<file path="src/rtl/ght_pkg.sv">
package ght_pkg;

   localparam int IDX_FIELD_W  = 8;
   localparam int GEN_FIELD_W  = 16;
   localparam int DATA_FIELD_W = 32;

   typedef enum logic [1:0] {
      CMD_ALLOC = 2'd0,
      CMD_FREE  = 2'd1,
      CMD_READ  = 2'd2,
      CMD_WRITE = 2'd3
   } command_type;

   typedef enum logic [2:0] {
      STATUS_OK      = 3'd0,
      STATUS_BOUNDS  = 3'd1,
      STATUS_STALE   = 3'd2,
      STATUS_NULLREF = 3'd3,
      STATUS_FULL    = 3'd4
   } status_type;

   typedef struct packed {
      command_type             command;
      logic [IDX_FIELD_W-1:0]  slot_index;
      logic [GEN_FIELD_W-1:0]  slot_generation;
      logic [DATA_FIELD_W-1:0] write_data;
   } req_item_type;

   typedef struct packed {
      status_type              status;
      logic [IDX_FIELD_W-1:0]  handle_index;
      logic [GEN_FIELD_W-1:0]  handle_generation;
      logic [DATA_FIELD_W-1:0] read_data;
   } rsp_item_type;

   // Commands from the controller to the datapath.
   typedef struct packed {
      logic capture;
      logic pop;
      logic execute;
   } ctrl_cmd_type;

   // Status from the datapath to the controller.
   typedef struct packed {
      logic pop_needed;
   } dp_status_type;

endpackage

</file>
<file path="src/rtl/ght_ctrl.sv">
module ght_ctrl import ght_pkg::*; (
   input  logic          clock,
   input  logic          reset,
   input  logic          start,
   input  dp_status_type stat,
   output logic          busy,
   output ctrl_cmd_type  ctrl
);

   typedef enum logic [2:0] {
      S_IDLE = 3'b001,
      S_POP  = 3'b010,
      S_EXEC = 3'b100
   } state_type;

   state_type state_ff, state_in;

   always_comb begin
      state_in     = state_ff;
      ctrl.capture = 1'b0;
      ctrl.pop     = 1'b0;
      ctrl.execute = 1'b0;
      unique case (state_ff)
         S_IDLE: begin
            if (start) begin
               ctrl.capture = 1'b1;
               state_in     = stat.pop_needed ? S_POP : S_EXEC;
            end
         end
         S_POP: begin
            // The popped index is registered at capture, so it addresses the generation table in this state.
            ctrl.pop = 1'b1;
            state_in = S_EXEC;
         end
         S_EXEC: begin
            ctrl.execute = 1'b1;
            state_in     = S_IDLE;
         end
         default: state_in = S_IDLE;
      endcase
   end

   always_ff @(posedge clock) begin
      if (reset) begin
         state_ff <= S_IDLE;
      end else begin
         state_ff <= state_in;
      end
   end

   assign busy = (state_ff != S_IDLE);

endmodule

</file>
<file path="config.mk">
export PLATFORM = sky130hd
export DESIGN_NAME = ght_ctrl
export DESIGN_NICKNAME = d
export VERILOG_FILES = /design/src/rtl/ght_pkg.sv /design/src/rtl/ght_ctrl.sv
export SDC_FILE = /design/constraint.sdc
export NUM_CORES = 1
export LEC_CHECK = 0
export BUFFER_PORTS_ARGS = -buffer_cell sky130_fd_sc_hd__buf_2
export CORE_AREA = 2 2 39 41
export DETAILED_ROUTE_END_ITERATION = 8
export DIE_AREA = 0 0 41 43
export SYNTH_ARGS = -nofsm -noshare
export SYNTH_HDL_FRONTEND = slang
export SYNTH_SLANG_ARGS = --single-unit
</file>
<file path="constraint.sdc">
create_clock -name clock -period 0.95 [get_ports clock]
set_input_delay 0.1425 -clock clock [delete_from_list [all_inputs] [get_ports clock]]
set_output_delay 0.1425 -clock clock [all_outputs]
set_load 0.03 [all_outputs]
</file>
After elaboration in Yosys (flattened, before gate mapping)
Cells that the tools add are included.
{ "word_totals": {"reg_bits": 3, "input_bits": 4, "out_inout_bits": 4} }
{ "classes": {"eq_ne": 5, "n_mux": 7} }
{ "op_table": {"columns": ["cell", "count"], "rows": [
  ["two-way mux 3 bit", 2],
  ["one-hot mux 3 bit (2 select lines)", 1],
  ["two-way mux 1 bit", 4],
  ["== test 3 x 1 -> 1 bit, second input constant", 1],
  ["== test 3 x 2 -> 1 bit, second input constant", 1],
  ["== test 3 bit, second input constant", 1],
  ["inequality test 3 x 1 -> 1 bit, second input constant", 1],
  ["inequality test 2 bit, second input constant", 1]
]} }

Longest topological paths before layout
{ "depth": {"depth_word": 3, "depth_mapped": 2, "ltp_nobuf": 2} }

Worst setup path after synthesis
OpenSTA, ideal clock, no wires.
{ "synth_path": {"path_type": "reg-to-output", "from": "register state_ff[1]", "to": "output ctrl[2] (netlist name)", "arrival_ns": 1.222, "required_ns": 0.808, "slack_ns": -0.415, "path_stages_with_launch": 3, "cell_sequence": "dfxtp_1 > nand2b_1 > nor3b_1"} }
{ "synth_lines": {"columns": ["element", "line", "text"], "rows": [
  ["from (decl)", "ght_ctrl.sv:16", "state_type state_ff, state_in;"],
  ["from (signal assigned)", "ght_ctrl.sv:47", "state_ff <= state_in;"],
  ["to (decl)", "ght_ctrl.sv:7", "output ctrl_cmd_type ctrl"]
]} }

Worst setup path after layout
{ "layout_path": {"from": "register state_ff[1]", "to": "output busy"} }
{ "layout_via": {"elab_chain_len": 1} }
{ "layout_lines": {"columns": ["element", "line", "text"], "rows": [
  ["inequality test 3 x 1 -> 1 bit", "ght_ctrl.sv:51", "assign busy = (state_ff != S_IDLE);"],
  ["to (decl)", "ght_ctrl.sv:6", "output logic busy,"]
]} }
Every way passes these cells.

==> flow_summary.json <==
{
  "status": "finished, violations left",
  "violations": "setup timing",
  "io_buffer_count": 7,
  "path_clk_slew_ps": 40,
  "multi_input_area_um2": 155,
  "drt_iter0_drc": 0,
  "reg2reg_to": "state_ff[0]",
  "boundaryPins": 8,
  "worst_pin_slew_ps": 185,
  "finalHoldViolCount": 0,
  "fin_util": 0.269,
  "cp-start-kind": "flop",
  "fp.dieW_um": 41,
  "ir_drop_v": 0.000280,
  "r2r-start": "state_ff[1]",
  "grt_pass1_wl_um": 821,
  "final_cells": 48,
  "largest_reg_flops": 3,
  "setup-tns-final_ps": -903,
  "drc": 0,
  "nets": 37,
  "layout-drive-gt1-share": 0.875,
  "placementRows": 14,
  "worst-r2r-cell-count": 3,
  "regArea_um2": 66.3,
  "powerDensity_nw_per_um2": 1400,
  "antenna_found_initial": 0,
  "startpoint": "state_ff[1]",
  "cp_max_fo": 3,
  "setup_slack_ps": -250,
  "antennaDiodeCount": 0,
  "drtAntennaViolNets": 0,
  "cts_max_path_buffers": 2,
  "cp.required_ps": 810,
  "gr-usage-all-layers": 0.0781,
  "cts_tree": "built",
  "fin_skew_ps": 5.95,
  "clk_latency_ps": 230,
  "synthCells": 15,
  "top_register": "state_ff",
  "totalWireLength_um": 506,
  "grt_pass1_vias": 217,
  "via_per_inst": 3.77,
  "synth_nets": 19,
  "cp.arrival_ps": 1060,
  "dpl.hpwl_um": 325,
  "placeableCoreArea_um2": 1380,
  "ys_seq_elements": 3,
  "grt_overflow": 0,
  "synth_area_per_cell_um2": 9.51,
  "ys_types": 11,
  "h-tree-depth": 1,
  "worstSetupPathType": "reg2out",
  "clock.fmax_ghz": 0.833,
  "vias": 181,
  "max_slew_margin": 0.876,
  "critPathCapture": "busy",
  "cts_root_buffer": "clkbuf_4",
  "placedCellCount": 43,
  "first_pass_iters": 1,
  "start_util": 0.103,
  "routedWlPerCell_um": 10.5,
  "numClockSinks": 3,
  "top_regs": "state_ff: 3 flops",
  "min_period_over_period": 1.26,
  "maxSlewViolCount": 0,
  "cp-end-kind": "output port",
  "ys_warn_count": 0,
  "ys_seq_area_frac": 0.421,
  "numCtsBuffers": 3,
  "gp_congestion": 0.552,
  "power_mw": 0.521,
  "ff2ff_setup_slack_ps": -30,
  "max_cap_violations": 0,
  "rsz0062_at_grt": "yes",
  "die_area_um2": 1760,
  "cts_hold_buffers": 0,
  "grt_max_degree": 5,
  "period_needed_ps": 1200,
  "nFillCells": 151,
  "report.final.setup_viol": 5,
  "holdPathStages": 2,
  "total_leakage_power_nw": 0.156,
  "areaGrowthSynthToFinish_pct": 161,
  "synth_area_um2": 143,
  "die_h_um": 43,
  "hold_path_class": "in2reg"
}
==> through the flow <==
| stage | setup slack (ps) | area (µm²) | hold WS (ps) |
|---|---|---|---|
| after global placement | -136 | 251 | 345 |
| final | -250 | 373 | 137 |
| after detailed placement | -153 | 251 | 352 |
| after global routing | -283 | 373 | 137 |
| after floorplan | -97.4 | 159 | 215 |
| after CTS | -262 | 342 | 103 |
==> metal layers <==
layer | vias to the layer above | part of all wire | global-route usage
li1 | 91 | - | -
met1 | 86 | 0.29 | 0.0510
met2 | 4 | 0.68 | 0.138
met3 | 0 | 0.024 | 0
met4 | 0 | 0 | 0.120
met5 | - | 0 | 0
==> how the worst min path moves through the flow <==
stage,start,end
global route,reset,state_ff[2]
CTS,reset,state_ff[1]
detailed placement,reset,state_ff[2]
global placement,reset,state_ff[2]
finish,reset,state_ff[2]
floorplan,reset,state_ff[2]
==> placed cells by master, fill, tap and decap left out <==
cell | Yosys | final
buf_2 | 0 | 3
clkbuf_4 | 0 | 3
dfxtp_2 | 0 | 2
nand4bb_4 | 0 | 1
nand2b_4 | 0 | 2
nand3b_1 | 1 | 1
dfxtp_4 | 0 | 1
nor2_2 | 0 | 1
a211o_1 | 1 | 1
a211oi_2 | 0 | 1
clkbuf_1 | 0 | 1
nor3b_2 | 0 | 1
nand2_1 | 1 | 1
nor3b_4 | 0 | 1
buf_6 | 0 | 4
or2_4 | 0 | 1
buf_4 | 0 | 6
nor4_4 | 0 | 1
==> final cells by class <==
class | instances | area share
Clock buffer | 4 | 0.0705
Sequential cell | 3 | 0.178
Timing Repair Buffer | 13 | 0.282
Tap cell | 16 | 0.0537
Multi-Input combinational cell | 12 | 0.416
==> cells by family after synthesis <==
group / share of synthesized area
compound gates: 0.114
flops: 0.421
simple gates: 0.465
==> power by group <==
part / switching (mW) / internal (mW)
clock: 0.0674 / 0.158
combinational: 0.0670 / 0.0844
sequential: 0.0101 / 0.134
total: 0.144 / 0.376
==> Yosys cell counts (all sizes together) <==
library cell | count | area [µm²]
nor2 | 1 | 3.75
nand3b | 1 | 7.51
nor4 | 1 | 6.26
a211oi | 1 | 7.51
a211o | 1 | 8.76
or2 | 1 | 6.26
nand4bb | 1 | 11.3
nand2b | 2 | 12.5
nand2 | 1 | 3.75
dfxtp | 3 | 60.1
nor3b | 2 | 15.0
==> worst max-delay path, cell delays in order, from the launching register on <==
cell	delay, ps
dfxtp_2	310
nand2b_4	150
or2_4	230
buf_6	130
==> repair_timing <==
item                                    4_1_cts  5_1_grt
resized for setup                            16        4
setup buffers                                 1        0
pin swaps                                     4        1
hold endpoints to repair                      0        0
endpoints found under the setup margin        7        7
No activity file was read; power rests on OpenSTA's default activity.
